--- src/hdl/dwpi_pkg.sv ---
`timescale 1ns / 1ps
// Shared types and constants for the dual-wheel incremental PI speed loop.
// No dependencies; used by dwpi_lane, dwpi_merge and the top level.
package dwpi_pkg;

   // request payload layout, lowest bit first
   localparam int REQ_W        = 88;
   localparam int REQ_CNT_L_LO = 0;
   localparam int REQ_CNT_R_LO = 16;
   localparam int REQ_TGT_L_LO = 32;
   localparam int REQ_TGT_R_LO = 56;
   localparam int REQ_STOP_BIT = 80;
   localparam int REQ_CLR_BIT  = 81;

   // response payload width
   localparam int RSP_W   = 128;
   localparam int DRIVE_W = 14;
   localparam int SPEED_W = 24;
   localparam int DIST_W  = 48;
   localparam int MEAN_W  = 47;

   // widest PI sum: accumulator + 43-bit P term + 42-bit I term
   localparam int SUM_W = 45;

   localparam int CSR_IDX_W  = 3;
   localparam int CSR_DATA_W = 24;

   localparam logic [15:0] PROP_GAIN_RST        = 16'd400;
   localparam logic [15:0] INT_GAIN_RST         = 16'd400;
   localparam logic [23:0] SPEED_PER_COUNT_RST  = 24'd220000;
   localparam logic [23:0] METRES_PER_COUNT_RST = 24'd2200;

   typedef enum logic [CSR_IDX_W-1:0] {
      REG_PROP_GAIN        = 3'd0,
      REG_INT_GAIN         = 3'd1,
      REG_SPEED_PER_COUNT  = 3'd2,
      REG_METRES_PER_COUNT = 3'd3,
      REG_INVERT_LEFT      = 3'd4,
      REG_INVERT_RIGHT     = 3'd5
   } dwpi_reg_type;

   typedef enum logic [2:0] {
      ST_IDLE,
      ST_MUL,
      ST_ERR,
      ST_GAIN,
      ST_ACC,
      ST_OUT
   } dwpi_state_type;

   typedef struct packed {
      logic load;   // latch request fields
      logic mul;    // speed and distance products
      logic err;    // saturate speed, error, distance update
      logic gain;   // P and I products
      logic acc;    // accumulate, clamp, store error
      logic emit;   // load the response register
   } dwpi_step_type;

   typedef struct packed {
      logic [15:0] prop_gain;
      logic [15:0] int_gain;
      logic [23:0] speed_per_count;
      logic [23:0] metres_per_count;
   } dwpi_cfg_type;

endpackage

--- src/hdl/dwpi_merge.sv ---
`timescale 1ns / 1ps
// Merging stage: truncated drives, mean absolute distance, response register.
// Depends on dwpi_pkg.
module dwpi_merge #(
   parameter int ACC_W = 30
) (
   input  logic                          clock,
   input  logic                          reset,
   input  dwpi_pkg::dwpi_step_type       step,
   input  logic signed [ACC_W-1:0]       acc_left,
   input  logic signed [ACC_W-1:0]       acc_right,
   input  logic signed [23:0]            speed_left,
   input  logic signed [23:0]            speed_right,
   input  logic signed [47:0]            dist_left,
   input  logic signed [47:0]            dist_right,
   input  logic                          rsp_tready,
   output logic                          free,
   output logic                          rsp_tvalid,
   output logic [dwpi_pkg::RSP_W-1:0]    rsp_tdata
);

   localparam logic [ACC_W-1:0] ROUND = ACC_W'(65535);

   logic signed [ACC_W-1:0] bias_l, bias_r, trunc_l, trunc_r, neg_l;
   logic [46:0]             abs_l, abs_r;
   logic [47:0]             abs_sum;
   logic                    valid_ff;
   logic [dwpi_pkg::RSP_W-1:0] data_ff, data_in;

   // truncate toward zero: bias negatives by 2^16-1 before the shift
   assign bias_l  = acc_left  + (acc_left[ACC_W-1]  ? ROUND : '0);
   assign bias_r  = acc_right + (acc_right[ACC_W-1] ? ROUND : '0);
   assign trunc_l = bias_l >>> 16;
   assign trunc_r = bias_r >>> 16;
   assign neg_l   = -trunc_l;

   assign abs_l   = dist_left[47]  ? 47'(-dist_left)  : dist_left[46:0];
   assign abs_r   = dist_right[47] ? 47'(-dist_right) : dist_right[46:0];
   assign abs_sum = {1'b0, abs_l} + {1'b0, abs_r};

   assign data_in = {5'b0, abs_sum[47:1], speed_right, speed_left,
                     trunc_r[13:0], neg_l[13:0]};

   assign free = !valid_ff || rsp_tready;

   always_ff @(posedge clock) begin
      if (reset) begin
         valid_ff <= 1'b0;
      end else if (step.emit) begin
         valid_ff <= 1'b1;
      end else if (rsp_tready) begin
         valid_ff <= 1'b0;
      end
   end

   always_ff @(posedge clock) begin
      if (step.emit) begin
         data_ff <= data_in;
      end
   end

   assign rsp_tvalid = valid_ff;
   assign rsp_tdata  = data_ff;

endmodule

--- config.mk ---
export PLATFORM = sky130hd
export DESIGN_NAME = dwpi_merge
export DESIGN_NICKNAME = d
export VERILOG_FILES = /design/src/hdl/dwpi_pkg.sv /design/src/hdl/dwpi_merge.sv
export SDC_FILE = /design/constraint.sdc
export NUM_CORES = 1
export LEC_CHECK = 0
export BUFFER_PORTS_ARGS = -buffer_cell sky130_fd_sc_hd__buf_4
export CORE_ASPECT_RATIO = 0.8
export CORE_UTILIZATION = 55
export DETAILED_ROUTE_END_ITERATION = 16
export PLACE_DENSITY = 0.95
export SYNTH_ARGS = -nofsm -noshare
export SYNTH_HDL_FRONTEND = slang
export SYNTH_SLANG_ARGS = --single-unit
export TNS_END_PERCENT = 5
--- constraint.sdc ---
create_clock -name clock -period 7.09 [get_ports clock]
set_input_delay 0.3545 -clock clock [delete_from_list [all_inputs] [get_ports clock]]
set_output_delay 0.3545 -clock clock [all_outputs]
set_load 0.005 [all_outputs]
# Word level (Yosys, flattened, before mapping)
# Cells that the tools add are included.
[totals] reg_bits=124 input_bits=213 out_inout_bits=130 elab_cells=17
[op_classes] add_sub_neg=6 mux=6 n_reduce_logical=3
[ops] op="2-to-1 mux 47 bit" n=2
[ops] op="negator 47 bit" n=2
[ops] op="adder 30 x 16 -> 30 bit" n=2
[ops] op="adder 47 x 47 -> 48 bit" n=1
[ops] op="2-to-1 mux 16 bit" n=2
[ops] op="negator 14 bit" n=1
[ops] op="2-to-1 mux 1 bit" n=2
[ops] op="nonzero test 2 bit" n=1
[ops] op="zero test 1 bit" n=1
[ops] op="logical OR 1 bit" n=1

# Logic depth before layout (Yosys ltp)
[depth] depth_word=3 ltp_mapped=20

# Worst setup path after synthesis
# Ideal clock, no wire load.
[synth_timing] kind="input port to flip-flop" startpoint="input dist_left[9]" endpoint="register data_ff (netlist bit rsp_tdata[119]) (data pin)" setup_ns=0.278 arrival_ns=4.457 required_ns=6.812 path_slack_ns=2.354 stages=20 n_path_buf=2 cell_sequence="or4_4 or4_4 or3_4 or2_1 buf_6 nand2b_4 nand2b_4 o21ai_0 xnor2_1 ha_1 clkbuf_1 a21o_1 a21oi_1 o21bai_1 a21o_1 a21o_1 a21oi_1 mux2i_1 a41oi_1 o311ai_0"
[synth_between] elab_chain_cells=3
[synth_rtl] item="start: declaration" line_no="dwpi_merge.sv:14" text="input logic signed [47:0] dist_left,"
[synth_rtl] item="negator 47 bit" line_no="dwpi_merge.sv:37" text="assign abs_l = dist_left[47] ? 47'(-dist_left) : dist_left[46:0];"
[synth_rtl] item="2-to-1 mux 47 bit (*)" line_no="dwpi_merge.sv:37"
[synth_rtl] item="adder 47 x 47 -> 48 bit (*)" line_no="dwpi_merge.sv:39" text="assign abs_sum = {1'b0, abs_l} + {1'b0, abs_r};"
[synth_rtl] item="net abs_sum[44]" line_no="dwpi_merge.sv:26" text="logic [47:0] abs_sum;"
[synth_rtl] item="end signal: assignment" line_no="dwpi_merge.sv:58" text="data_ff <= data_in;"
[synth_rtl] item="end: declaration" line_no="dwpi_merge.sv:28" text="logic [dwpi_pkg::RSP_W-1:0] data_ff, data_in;"
# The timed path passes the listed nets; every way through them passes the cells marked *.
# A chain may end at the register's enable or synchronous reset.

# Final worst setup path
[layout_timing] startpoint="input dist_right[5]" endpoint="register data_ff (netlist bit rsp_tdata[121]) (data pin)"
[layout_between] elab_chain_cells=3
[layout_rtl] item="start: declaration" line_no="dwpi_merge.sv:15" text="input logic signed [47:0] dist_right,"
[layout_rtl] item="negator 47 bit" line_no="dwpi_merge.sv:38" text="assign abs_r = dist_right[47] ? 47'(-dist_right) : dist_right[46:0];"
[layout_rtl] item="2-to-1 mux 47 bit (*)" line_no="dwpi_merge.sv:38"
[layout_rtl] item="adder 47 x 47 -> 48 bit (*)" line_no="dwpi_merge.sv:39"
[layout_rtl] item="net abs_sum[46]" line_no="dwpi_merge.sv:26"
# Marked as above.

==> flow_metrics.py <==
metrics = {
    "setup_path": {
        "start_kind": "input pin",
        "critical-path-max-stage-delay_ns": 0.57,
        "crit_top_cell": "or3_1",
        "r2r-start": "rsp_tvalid",
        "cp_max_fo": 7,
        "crit_chain": "buf_4 -> or4_1 -> or3_1 -> nand2b_1 -> or3_1 -> o31ai_1 -> xnor2_1 -> ha_1 -> nand4_1 -> inv_1 -> a221oi_1 -> o221a_2 -> o41ai_1 -> a21oi_1 -> o21ai_0 -> nor2_1 -> o311ai_0",
        "critPathRequiredTime_ns": 7.24,
        "critical_path_class": "input pin to flop",
        "slowest_stage": "or4_1",
        "worstSetupEndpointType": "flop",
        "critPathTopFamily": "simple AND/OR/NAND/NOR gates",
        "r2r-end": "rsp_tvalid",
        "reg2regPathDepth": 2,
        "r2r_slack_ns": 6.46,
        "worst-path-buf-inv": 2,
        "critPathArrivalTime_ns": 5.22,
    },
    "clocking": {
        "htree_levels": 4,
        "path_clk_slew_ns": 0.06,
        "cts_made_buffers": 17,
        "root_buffer": "clkbuf_16",
        "postCtsHoldBufs": 0,
        "cts.repair.resized": 0,
        "cts_tree": "done",
        "clk_latency_ns": 0.42,
        "clock_sinks": 124,
        "post_cts_buffers": 0,
        "ctsLongestPathBuffers": 2,
    },
    "routing": {
        "detail-route-antenna-nets": 0,
        "drt_iter0_markers": 766,
        "dr.pass1.iters": 6,
        "routed-via-count": 9139,
        "drc": 0,
        "viasPerCell": 6.08,
        "wl_um": 29400,
        "routedWlPerCell_um": 19.5,
    },
    "synth": {
        "syn_area_mm2": 0.00959,
        "synth_cell_types": 66,
        "async_flop_share_pct": 0,
        "seq_area_frac_synth_pct": 38.7,
        "synth_edf_count": 123,
        "synth-main-ff-cell": "edfxtp_1",
        "yosysWarnings": 0,
        "yosys_register_bits": 124,
        "synth.avg_cell_area_um2": 10.1,
        "syn_inst": 950,
    },
    "layout": {
        "synthToLayoutAreaGrowth_pct": 33.3,
        "layout_common_cells": "333 x buf_4, 136 x xnor2_1, 123 x edfxtp_1",
        "drive_above_1_share_pct": 30.5,
        "n_fill_cell": 1133,
        "diodes": 0,
        "final_common_cell": "buf_4",
        "fin_nets": 1563,
    },
    "floorplanning": {
        "die_x_um": 150,
        "die_h_um": 120,
        "pin_count": 343,
        "dieArea_mm2": 0.0180,
        "rows": 42,
        "initial_core_util_pct": 57.0,
        "core_mm2": 0.0168,
    },
    "hold_path": {
        "hold-path-endpoint": "rsp_tvalid",
        "hold_path.class": "input pin to flop",
        "holdPathStages": 2,
        "worstHoldStart": "reset",
    },
    "power": {
        "powerDensity_mw_per_mm2": 228,
        "leakagePower_nw": 5.32,
        "p_total_mw": 2.92,
        "ir_drop_mv": 0.145,
    },
    "sta": {
        "report.final.hold_viol_count": 0,
        "layout_min_cycle_time_ns": 5.08,
        "max_slew.worst_pin.slew_ns": 0.944,
        "rsz0062_at_grt": "false",
        "finalSetupViolCount": 0,
        "relSlewSlack_pct": 36.5,
        "tns_ns": 0,
        "clock-skew-final_ns": 0,
        "maxSlewViolCount": 0,
        "clock.fmax_mhz": 197,
        "timing.final.crit_share_pct": 71.6,
    },
    "placement": {
        "place.gp.congestion": 0.942,
        "hpwl_um": 22800,
        "port_buffers": 332,
    },
    "status": {
        "outcome": "complete, no violations",
    },
    "global_route": {
        "antenna_found_initial": 0,
        "grt_overflow": 0,
        "grt_start_max_net_pins": 70,
        "grt_pass1_wl_um": 44100,
        "grt_pass1_vias": 8493,
        "grt_use_total_pct": 32.3,
    },
    "flow_run": {
        "maxCapViolCount": 0,
    },
}
[sequential cells by signal (all words and copies together) (netlist names)]
register    cells
rsp_tdata     123
rsp_tvalid      1
[worst reg2reg max path, cell delays in order, from the launching register on]
cell	delay, ns
dfxtp_1	0.34
nand2b_1	0.07
a21oi_1	0.15
[power breakdown]
group | total (mW) | internal [mW] | switching (mW)
clock network | 0.882 | 0.523 | 0.358
registers | 1.00 | 0.965 | 0.0392
logic | 1.03 | 0.492 | 0.540
[synthesized netlist by cell type, types with 4 or more instances]
| cell type | number | area (µm²) |
|---|---|---|
| or2_1 | 4 | 25.0 |
| o31ai_1 | 23 | 173 |
| xnor2_1 | 136 | 1190 |
| or3_1 | 16 | 100 |
| a31oi_1 | 6 | 37.5 |
| o311ai_0 | 4 | 35.0 |
| and3_1 | 6 | 37.5 |
| xor2_1 | 20 | 175 |
| nand3_1 | 20 | 100 |
| o41ai_1 | 14 | 123 |
| a21o_1 | 35 | 263 |
| inv_1 | 30 | 113 |
| a2111oi_0 | 4 | 35.0 |
| clkbuf_1 | 27 | 101 |
| a211oi_1 | 9 | 67.6 |
| nor4_1 | 10 | 62.6 |
| nor3_1 | 14 | 70.1 |
| or4_1 | 12 | 90.1 |
| edfxtp_1 | 123 | 3690 |
| nand2_1 | 63 | 236 |
| nand4_1 | 29 | 181 |
| o21bai_1 | 9 | 67.6 |
| nor2b_1 | 5 | 31.3 |
| and2_1 | 4 | 25.0 |
| buf_4 | 5 | 37.5 |
| a221oi_1 | 4 | 35.0 |
| ha_1 | 79 | 988 |
| o21ai_0 | 59 | 295 |
| a21oi_1 | 65 | 325 |
| or3_2 | 5 | 37.5 |
| nand2b_1 | 14 | 87.6 |
| nor2_1 | 34 | 128 |
[layout make-up]
cell class                      count  area [µm²]  area share (%)
Inverter                           30         113           0.881
Clock inverter                     14         160            1.25
Clock buffer                       17         425            3.33
Sequential cell                   124        3710            29.0
Multi-Input combinational cell    764        5600            43.8
Timing Repair Buffer              333        2500            19.5
Tap cell                          220         275            2.15
[metal layers]
metal  wire length [µm]  vias to the layer above  global-route usage (%)
met2              14200                      539                    54.4
met4               1330                        0                    16.6
li1                   -                     4261                       -
met1              11000                     4244                    37.5
met3               2800                       95                    8.71
met5                  0                        -                       0
[how the worst max path moves through the flow]
stage	start	end	slack, ns	depth (start not counted)
3_3_place_gp	dist_right[5]	rsp_tdata[119]	1.85	15
5_1_grt	dist_right[5]	rsp_tdata[121]	1.78	15
4_1_cts	dist_right[5]	rsp_tdata[121]	2.15	15
6_report	dist_right[5]	rsp_tdata[121]	2.01	17
3_5_place_dp	dist_right[5]	rsp_tdata[121]	1.76	15
2_1_floorplan	dist_left[9]	rsp_tdata[119]	2.35	20
[kinds of logic (layout without fill, tap and decap cells)]
kind of cell	Yosys count	count (layout)	share of synthesized area (%)
compound gates	267	267	18.7
buf+inv	66	394	3.03
other cells	1	5	0.0391
fa+ha+maj	80	80	10.5
simple gates	254	254	14.6
mux	2	2	0.209
flops	124	124	38.7
xor+xnor	156	156	14.2
[through the flow]
stage / instances / worst slack, ns / util, % / hold WS [ns] / area, µm²
after global placement: 1471 / 1.85 / 72.6 / 0.480 / 12200
after floorplan: 954 / 2.35 / - / 0.424 / 9610
after global routing: 1502 / 1.78 / 76.0 / 0.0866 / 12800
after CTS: 1502 / 2.15 / 76.0 / 0.0878 / 12800
final: 1502 / 2.01 / 76.0 / 0.0955 / 12800
after detailed placement: 1471 / 1.76 / 72.6 / 0.514 / 12200
(Power assumes the default switching activity.)
