<file path="config.mk">
export PLATFORM = sky130hd
export DESIGN_NAME = dwpi_lane
export DESIGN_NICKNAME = d
export VERILOG_FILES = /design/src/hdl/dwpi_pkg.sv /design/src/hdl/dwpi_lane.sv
export SDC_FILE = /design/constraint.sdc
export NUM_CORES = 2
export LEC_CHECK = 0
export ABC_AREA = 1
export BUFFER_PORTS_ARGS = -buffer_cell sky130_fd_sc_hd__buf_4
export CAP_MARGIN = 25
export CELL_PAD_IN_SITES_DETAIL_PLACEMENT = 0
export CELL_PAD_IN_SITES_GLOBAL_PLACEMENT = 1
export CORE_MARGIN = 10
export CORE_UTILIZATION = 50
export CTS_CLUSTER_SIZE = 28
export DETAILED_ROUTE_END_ITERATION = 8
export PLACE_DENSITY_LB_ADDON = 0.05
export REMOVE_ABC_BUFFERS = 1
export SKIP_CTS_REPAIR_TIMING = 1
export SLEW_MARGIN = 10
export SYNTH_ARGS = -nofsm -noshare
export SYNTH_HDL_FRONTEND = slang
export SYNTH_SLANG_ARGS = --single-unit
</file>
<file path="constraint.sdc">
create_clock -name clock -period 19 [get_ports clock]
set_clock_uncertainty 0.2 [all_clocks]
set_input_delay 0.95 -clock clock [delete_from_list [all_inputs] [get_ports clock]]
set_output_delay 0.95 -clock clock [all_outputs]
set_load 0.02 [all_outputs]
</file>
<file path="src/hdl/dwpi_pkg.sv">
`timescale 1ns / 1ps
// Shared types and constants for the dual-wheel incremental PI speed loop.
// No dependencies; used by dwpi_lane, dwpi_merge and the top level.
package dwpi_pkg;

   // request payload layout, lowest bit first
   localparam int REQ_W        = 88;
   localparam int REQ_CNT_L_LO = 0;
   localparam int REQ_CNT_R_LO = 16;
   localparam int REQ_TGT_L_LO = 32;
   localparam int REQ_TGT_R_LO = 56;
   localparam int REQ_STOP_BIT = 80;
   localparam int REQ_CLR_BIT  = 81;

   // response payload width
   localparam int RSP_W   = 128;
   localparam int DRIVE_W = 14;
   localparam int SPEED_W = 24;
   localparam int DIST_W  = 48;
   localparam int MEAN_W  = 47;

   // widest PI sum: accumulator + 43-bit P term + 42-bit I term
   localparam int SUM_W = 45;

   localparam int CSR_IDX_W  = 3;
   localparam int CSR_DATA_W = 24;

   localparam logic [15:0] PROP_GAIN_RST        = 16'd400;
   localparam logic [15:0] INT_GAIN_RST         = 16'd400;
   localparam logic [23:0] SPEED_PER_COUNT_RST  = 24'd220000;
   localparam logic [23:0] METRES_PER_COUNT_RST = 24'd2200;

   typedef enum logic [CSR_IDX_W-1:0] {
      REG_PROP_GAIN        = 3'd0,
      REG_INT_GAIN         = 3'd1,
      REG_SPEED_PER_COUNT  = 3'd2,
      REG_METRES_PER_COUNT = 3'd3,
      REG_INVERT_LEFT      = 3'd4,
      REG_INVERT_RIGHT     = 3'd5
   } dwpi_reg_type;

   typedef enum logic [2:0] {
      ST_IDLE,
      ST_MUL,
      ST_ERR,
      ST_GAIN,
      ST_ACC,
      ST_OUT
   } dwpi_state_type;

   typedef struct packed {
      logic load;   // latch request fields
      logic mul;    // speed and distance products
      logic err;    // saturate speed, error, distance update
      logic gain;   // P and I products
      logic acc;    // accumulate, clamp, store error
      logic emit;   // load the response register
   } dwpi_step_type;

   typedef struct packed {
      logic [15:0] prop_gain;
      logic [15:0] int_gain;
      logic [23:0] speed_per_count;
      logic [23:0] metres_per_count;
   } dwpi_cfg_type;

endpackage

</file>
<file path="src/hdl/dwpi_lane.sv">
`timescale 1ns / 1ps
// One wheel: count scaling, incremental PI accumulator and odometry distance.
// Depends on dwpi_pkg.
module dwpi_lane #(
   parameter int DRIVE_LIMIT = 7800,
   localparam longint LIM    = longint'(DRIVE_LIMIT) * 65536,
   localparam int ACC_W      = $clog2(LIM + 1) + 1
) (
   input  logic                         clock,
   input  logic                         reset,
   input  dwpi_pkg::dwpi_step_type      step,
   input  dwpi_pkg::dwpi_cfg_type       cfg,
   input  logic                         invert,
   input  logic signed [15:0]           count,
   input  logic signed [23:0]           target,
   input  logic                         stopped,
   input  logic                         clear,
   output logic signed [ACC_W-1:0]      acc,
   output logic signed [23:0]           speed,
   output logic signed [47:0]           distance
);

   localparam int SW = dwpi_pkg::SUM_W;
   localparam logic signed [SW-1:0] LIM_HI = SW'(LIM);
   localparam logic signed [SW-1:0] LIM_LO = -LIM_HI;
   localparam logic signed [40:0] SPD_HI = 41'sd8388607;
   localparam logic signed [40:0] SPD_LO = -41'sd8388608;
   localparam logic signed [48:0] DST_HI = 49'sd140737488355327;
   localparam logic signed [48:0] DST_LO = -49'sd140737488355327;

   logic signed [16:0]       cnt_ff, cnt_in, cnt_ext;
   logic signed [23:0]       target_ff;
   logic                     stopped_ff, clear_ff;
   logic signed [40:0]       pspd_ff, pspd_in, pdst_ff, pdst_in, shifted;
   logic signed [23:0]       speed_ff, speed_in;
   logic signed [24:0]       err_ff, err_in, prev_ff;
   logic signed [25:0]       delta_ff, delta_in;
   logic signed [47:0]       dist_ff, dist_in, dist_base;
   logic signed [48:0]       dsum;
   logic signed [42:0]       pterm_ff, pterm_in;
   logic signed [41:0]       iterm_ff, iterm_in;
   logic signed [SW-1:0]     asum, aval;
   logic signed [ACC_W-1:0]  acc_ff, acc_in;

   assign cnt_ext = {count[15], count};
   assign cnt_in  = invert ? -cnt_ext : cnt_ext;

   assign pspd_in = cnt_ff * $signed({1'b0, cfg.speed_per_count});
   assign pdst_in = cnt_ff * $signed({1'b0, cfg.metres_per_count});

   // >>> 8 is a floor shift on the signed product
   assign shifted = pspd_ff >>> 8;
   always_comb begin
      priority if (shifted > SPD_HI) begin
         speed_in = 24'sh7FFFFF;
      end else if (shifted < SPD_LO) begin
         speed_in = 24'sh800000;
      end else begin
         speed_in = shifted[23:0];
      end
   end

   assign err_in   = {target_ff[23], target_ff} - {speed_in[23], speed_in};
   assign delta_in = {err_in[24], err_in} - {prev_ff[24], prev_ff};

   assign dist_base = clear_ff ? '0 : dist_ff;
   assign dsum      = {dist_base[47], dist_base} + {{8{pdst_ff[40]}}, pdst_ff};
   always_comb begin
      priority if (dsum > DST_HI) begin
         dist_in = DST_HI[47:0];
      end else if (dsum < DST_LO) begin
         dist_in = DST_LO[47:0];
      end else begin
         dist_in = dsum[47:0];
      end
   end

   assign pterm_in = $signed({1'b0, cfg.prop_gain}) * delta_ff;
   assign iterm_in = $signed({1'b0, cfg.int_gain}) * err_ff;

   assign asum = SW'(acc_ff) + SW'(pterm_ff) + SW'(iterm_ff);
   assign aval = stopped_ff ? '0 : asum;
   always_comb begin
      priority if (aval > LIM_HI) begin
         acc_in = LIM_HI[ACC_W-1:0];
      end else if (aval < LIM_LO) begin
         acc_in = LIM_LO[ACC_W-1:0];
      end else begin
         acc_in = aval[ACC_W-1:0];
      end
   end

   always_ff @(posedge clock) begin
      if (step.load) begin
         cnt_ff     <= cnt_in;
         target_ff  <= target;
         stopped_ff <= stopped;
         clear_ff   <= clear;
      end
      if (step.mul) begin
         pspd_ff <= pspd_in;
         pdst_ff <= pdst_in;
      end
      if (step.err) begin
         speed_ff <= speed_in;
         err_ff   <= err_in;
         delta_ff <= delta_in;
      end
      if (step.gain) begin
         pterm_ff <= pterm_in;
         iterm_ff <= iterm_in;
      end
   end

   always_ff @(posedge clock) begin
      if (reset) begin
         acc_ff  <= '0;
         prev_ff <= '0;
         dist_ff <= '0;
      end else begin
         if (step.err) begin
            dist_ff <= dist_in;
         end
         if (step.acc) begin
            acc_ff  <= acc_in;
            prev_ff <= err_ff;
         end
      end
   end

   assign acc      = acc_ff;
   assign speed    = speed_ff;
   assign distance = dist_ff;

endmodule

</file>
# Word level (Yosys, flattened, before mapping)
# Cells that the tools add are included.
op_classes:
  add_sub_neg: 6
  order_cmp: 6
  n_mux: 9
  mul: 4
op_table:
  columns: ["cell", "n"]
  rows:
  - ["48-bit 2-to-1 mux", 3]
  - ["17-bit by 25-bit multiplier with 41-bit output", 2]
  - ["30-bit 2-to-1 mux", 2]
  - ["48-bit by 41-bit adder with 49-bit output", 1]
  - ["49-bit by 48-bit > comparator with 1-bit output, second input constant", 1]
  - ["49-bit by 48-bit less-than comparator with 1-bit output, second input constant", 1]
  - ["24-bit 2-to-1 mux", 2]
  - ["44-bit by 42-bit adder with 45-bit output", 1]
  - ["45-bit by 30-bit > comparator with 1-bit output, second input constant", 1]
  - ["45-bit by 30-bit less-than comparator with 1-bit output, second input constant", 1]
  - ["45-bit 2-to-1 mux", 1]
  - ["30-bit by 43-bit adder with 44-bit output", 1]
  - ["17-bit by 26-bit multiplier with 43-bit output", 1]
  - ["17-bit by 25-bit multiplier with 42-bit output", 1]
  - ["33-bit by 24-bit > comparator with 1-bit output, second input constant", 1]
  - ["33-bit by 24-bit less-than comparator with 1-bit output, second input constant", 1]
  - ["25-bit by 25-bit subtractor with 26-bit output", 1]
  - ["24-bit by 24-bit subtractor with 25-bit output", 1]
  - ["17-bit 2-to-1 mux", 1]
  - ["16-bit negation with 17-bit output", 1]
word_totals:
  output_inout_bits: 102
  inputBits: 131
  regBits: 388
  elab_cells: 39

# Logic depth before layout (Yosys ltp)
depth:
  ltp_word: 6
  depth_mapped: 34

# Worst setup path before layout
# No wires, ideal clock.
synth_timing:
  kind: "input-to-reg"
  startpoint: "input cfg[50] in the netlist's numbering"
  endpoint: "register iterm_ff[31] (data pin)"
  slack_ns: 12.051
  stages: 23
  t_arrival_ns: 6.490
  path_cell_list: "clkbuf_1 > clkbuf_1 > nand2_1 > fa_1 > fa_1 > fa_1 > fa_1 > inv_1 > fa_1 > inv_1 > fa_1 > inv_1 > ha_1 > nand2_1 > nor2_1 > nand2_1 > o211ai_1 > a31oi_1 > o21ai_0 > a21boi_0 > o21ai_0 > a21oi_1 > xnor2_1"
synth_via:
  elab_chain_cells: 1
synth_rtl:
  columns: ["item", "line", "source"]
  rows:
  - ["start, declared", "dwpi_lane.sv:12", "input dwpi_pkg::dwpi_cfg_type cfg,"]
  - ["17-bit by 25-bit multiplier with 42-bit output", "dwpi_lane.sv:79", "assign iterm_in = $signed({1'b0, cfg.int_gain}) * err_ff;"]
  - ["named net iterm_in[31]", "dwpi_lane.sv:41", "logic signed [41:0] iterm_ff, iterm_in;"]
  - ["end signal, assigned", "dwpi_lane.sv:111", "iterm_ff <= iterm_in;"]
  - ["end, declared", "dwpi_lane.sv:41", null]
# The timed path passes the listed nets, and every way through them passes these cells.
# A chain may end at the register's enable or synchronous reset.

# Worst setup path in the final report
layout_timing:
  startpoint: "register cnt_ff[2]"
  endpoint: "register pdst_ff[33] (data pin)"
layout_via:
  elab_chain_cells: 1
layout_rtl:
  columns: ["item", "line", "source"]
  rows:
  - ["start, declared", "dwpi_lane.sv:31", "logic signed [16:0] cnt_ff, cnt_in, cnt_ext;"]
  - ["start signal, assigned", "dwpi_lane.sv:95", "cnt_ff <= cnt_in;"]
  - ["17-bit by 25-bit multiplier with 41-bit output", "dwpi_lane.sv:49", "assign pdst_in = cnt_ff * $signed({1'b0, cfg.metres_per_count});"]
  - ["named net pdst_in[33]", "dwpi_lane.sv:34", "logic signed [40:0] pspd_ff, pspd_in, pdst_ff, pdst_in, shifted;"]
  - ["end signal, assigned", "dwpi_lane.sv:102", "pdst_ff <= pdst_in;"]
  - ["end, declared", "dwpi_lane.sv:34", null]
# The timed path passes the listed nets, and every way through them passes these cells.

==> flow_metrics.py <==
metrics = {
    "sta": {
        "period_needed_ns": 7.21,
        "slew_headroom_pct": 32.6,
        "setup_viol": 0,
        "period_share_pct": 38.0,
        "finalMaxSlewViolations": 0,
        "rsz0062_at_grt": "false",
        "tightest_slew_ns": 1.01,
        "hold_slack_ns": 0.228,
        "setup-tns-final_ns": 0,
        "fmax_mhz": 139,
        "hold_viol": 0,
    },
    "worst_setup_path": {
        "crit_family": "adder cells",
        "timing.rr.end": "pdst_ff[33]",
        "cpPeakStageDelay_ns": 0.60,
        "start_kind": "register",
        "critical_path.slowest_cell": "buf_4",
        "worstSetupPathType": "register to register",
        "rrSetupSlack_ns": 11.79,
        "cp_max_fo": 48,
        "worstPathCellList": "buf_4 > nand2_1 > fa_1 > fa_1 > fa_1 > fa_1 > inv_1 > fa_1 > inv_1 > fa_1 > inv_1 > ha_1 > nand2_1 > nor2_1 > nand2_1 > o21ai_0 > a21boi_0 > o21a_1 > o21ai_0 > a21boi_0 > nor2_1 > nor2_1 > xnor2_1",
        "reg2reg_from": "cnt_ff[2]",
        "path_buf_inv": 4,
        "crit_path_frequent_cell": "fa_1",
        "critPathRequiredTime_ns": 19.20,
        "worstPathArrival_ns": 7.42,
        "end_kind": "register",
        "r2r_cells": 23,
    },
    "logic_synthesis": {
        "syn_area_mm2": 0.0823,
        "synthDistinctLibCells": 64,
        "synthTopCellsByCount": "3049 x inv_1, 2673 x nand2_1, 1500 x fa_1",
        "syn_avg_cell_area_um2": 7.75,
        "yosysWarnings": 0,
        "synth_ff_type": "edfxtp_1",
        "synth_edf_count": 277,
        "synthArstFlopShare_pct": 0,
        "ys_ff_latch": 380,
        "ys_top_cells_by_area": "fa_1 37%, inv_1 14%, nand2_1 12%",
        "yosysSeqAreaShare_pct": 12.6,
        "syn-instance-count": 10611,
        "synth_top_area_cell": "fa_1",
        "synth_top_area_share_pct": 36.5,
        "yosysMostFrequentCell": "inv_1",
    },
    "grt": {
        "grt-ovfl-total": 0,
        "grt_max_degree": 92,
        "grtUsageTotal_pct": 26.2,
        "grt_pass1_wl_um": 376000,
        "antenna_found_initial": 2,
        "grt_pass1_vias": 68001,
    },
    "place": {
        "port_buffers": 231,
        "dp_hpwl_um": 193000,
        "dp.cells": 12651,
        "routabilityCongestion": 0.937,
    },
    "cells_and_area": {
        "multi_input_area_mm2": 0.0587,
        "regArea_mm2": 0.0104,
        "layout-drive-gt1-share_pct": 4.84,
        "fill_cells": 15984,
        "fin_util_pct": 53.5,
        "n_antenna_cell": 0,
        "final_nets": 12780,
        "fin_cells": 12746,
        "area_growth_pct": 6.07,
    },
    "clocking": {
        "cts_root_buf": "clkbuf_16",
        "clock_latency_ns": 0.69,
        "clkSinkCount": 380,
        "cts.reportedPaths.clkPinSlew_ns": 0.07,
        "tritoncts": "built",
        "htreeDepth": 2,
        "clockBufferDepth": 3,
        "cts_buffers": 51,
    },
    "run": {
        "max-cap-violations": 0,
    },
    "die": {
        "io_pins": 233,
        "dieWidth_um": 426,
        "start_util_pct": 50.4,
        "core_mm2": 0.163,
        "die_h_um": 426,
        "dieArea_mm2": 0.181,
        "row_count": 148,
    },
    "routing": {
        "wire_per_inst_um": 18.4,
        "drt-vias-per-instance": 5.06,
        "vias": 64539,
        "postRouteAntennaNets": 0,
        "drt_iter0_drc": 3798,
        "wl_um": 235000,
        "drc": 0,
        "dr.pass1.iters": 6,
    },
    "worst_hold_path": {
        "hold_path_class": "input pin to register",
        "whs_path_depth": 1,
        "min_from": "stopped",
        "hold_path_end": "stopped_ff",
    },
    "status": {
        "status": "finished clean",
    },
}
how the worst max path moves through the flow:
stage                          from     endpoint  slack [ns]  cells past startpoint
after floorplan           cnt_ff[2]  pdst_ff[33]       12.40                     22
after global placement      cfg[10]  pdst_ff[33]       11.54                     23
after detailed placement    cfg[10]  pdst_ff[33]       11.45                     23
after CTS                 cnt_ff[2]  pdst_ff[33]       11.75                     23
after global routing      cnt_ff[2]  pdst_ff[33]       11.29                     23
final                     cnt_ff[2]  pdst_ff[33]       11.79                     23
routing by layer:
metal	vias to the layer above	part of all wire (%)	global-route usage (%)	wire length (µm)
met5	-	0.0055	0	13
met3	324	4.6	2.74	10700
met1	31969	41	33.0	97400
met2	1608	51	47.1	119000
li1	30636	-	-	-
met4	2	3.4	7.59	7960
registers in the layout, summed over array words and instances, names as in the netlist, 26 cells and up:
signal    cells
acc          30
delta_ff     26
distance     48
iterm_ff     42
pdst_ff      41
pspd_ff      33
pterm_ff     43
stage by stage:
step,setup slack (ns),area [µm²]
2_1_floorplan,12.40,80600
3_3_place_gp,11.54,85500
3_5_place_dp,11.45,85500
4_1_cts,11.75,87200
5_1_grt,11.29,87300
6_report,11.79,87300
layout by cell type, fill, tap and decap left out, drive strengths merged, types with 3 or more instances in the layout:
cell type and n:
o221ai 9, buf 297, nand4 51, nor3 43, nand3 217, nor4 13
o31ai 3, ha 619, a21o 17, edfxtp 277, clkinv 17, o21ai 258
clkbuf 64, o21bai 19, a21oi 422, xor2 139, nand3b 19, fa 1500
o21a 19, and3 5, bufinv 5, a21boi 11, xnor2 94, or2 23
nand2 2685, o211ai 10, a221oi 5, a31oi 39, inv 3076, o311ai 3
dfxtp 103, nor2 491
worst register-to-register path: cells and delay by family (launching register included):
| kind | cells | cell delay, ns |
|---|---|---|
| AO/OA/AOI/OAI | 5 | 1.44 |
| XOR/XNOR | 1 | 0.13 |
| adder cells (fa/ha/maj) | 7 | 3.40 |
| buffers and inverters | 4 | 0.74 |
| flip-flops | 1 | 0.32 |
| AND/OR/NAND/NOR | 6 | 0.74 |
logic make-up after synthesis:
kind of cell	after synthesis	synth area share [%]
DFF	380	12.6
xor gates and xnor gates	233	2.49
AOI/OAI and AO/OA	830	5.62
and+or+nand+nor	3549	17.3
buffers and inverters	3500	16.1
adders and majority gates	2119	45.9
area by class of cell:
class                   instances  share of cell area [%]
well taps                    2175                    3.12
flip-flops and latches        380                    11.9
inverters                    3069                    13.2
clock buffers                  64                    1.62
repair buffers                297                    2.58
clock inverters                30                   0.367
multi-input cells            6731                    67.2
Power is not shown: default switching activity piles up to over one toggle a cycle in this logic, so the estimate is an artifact.
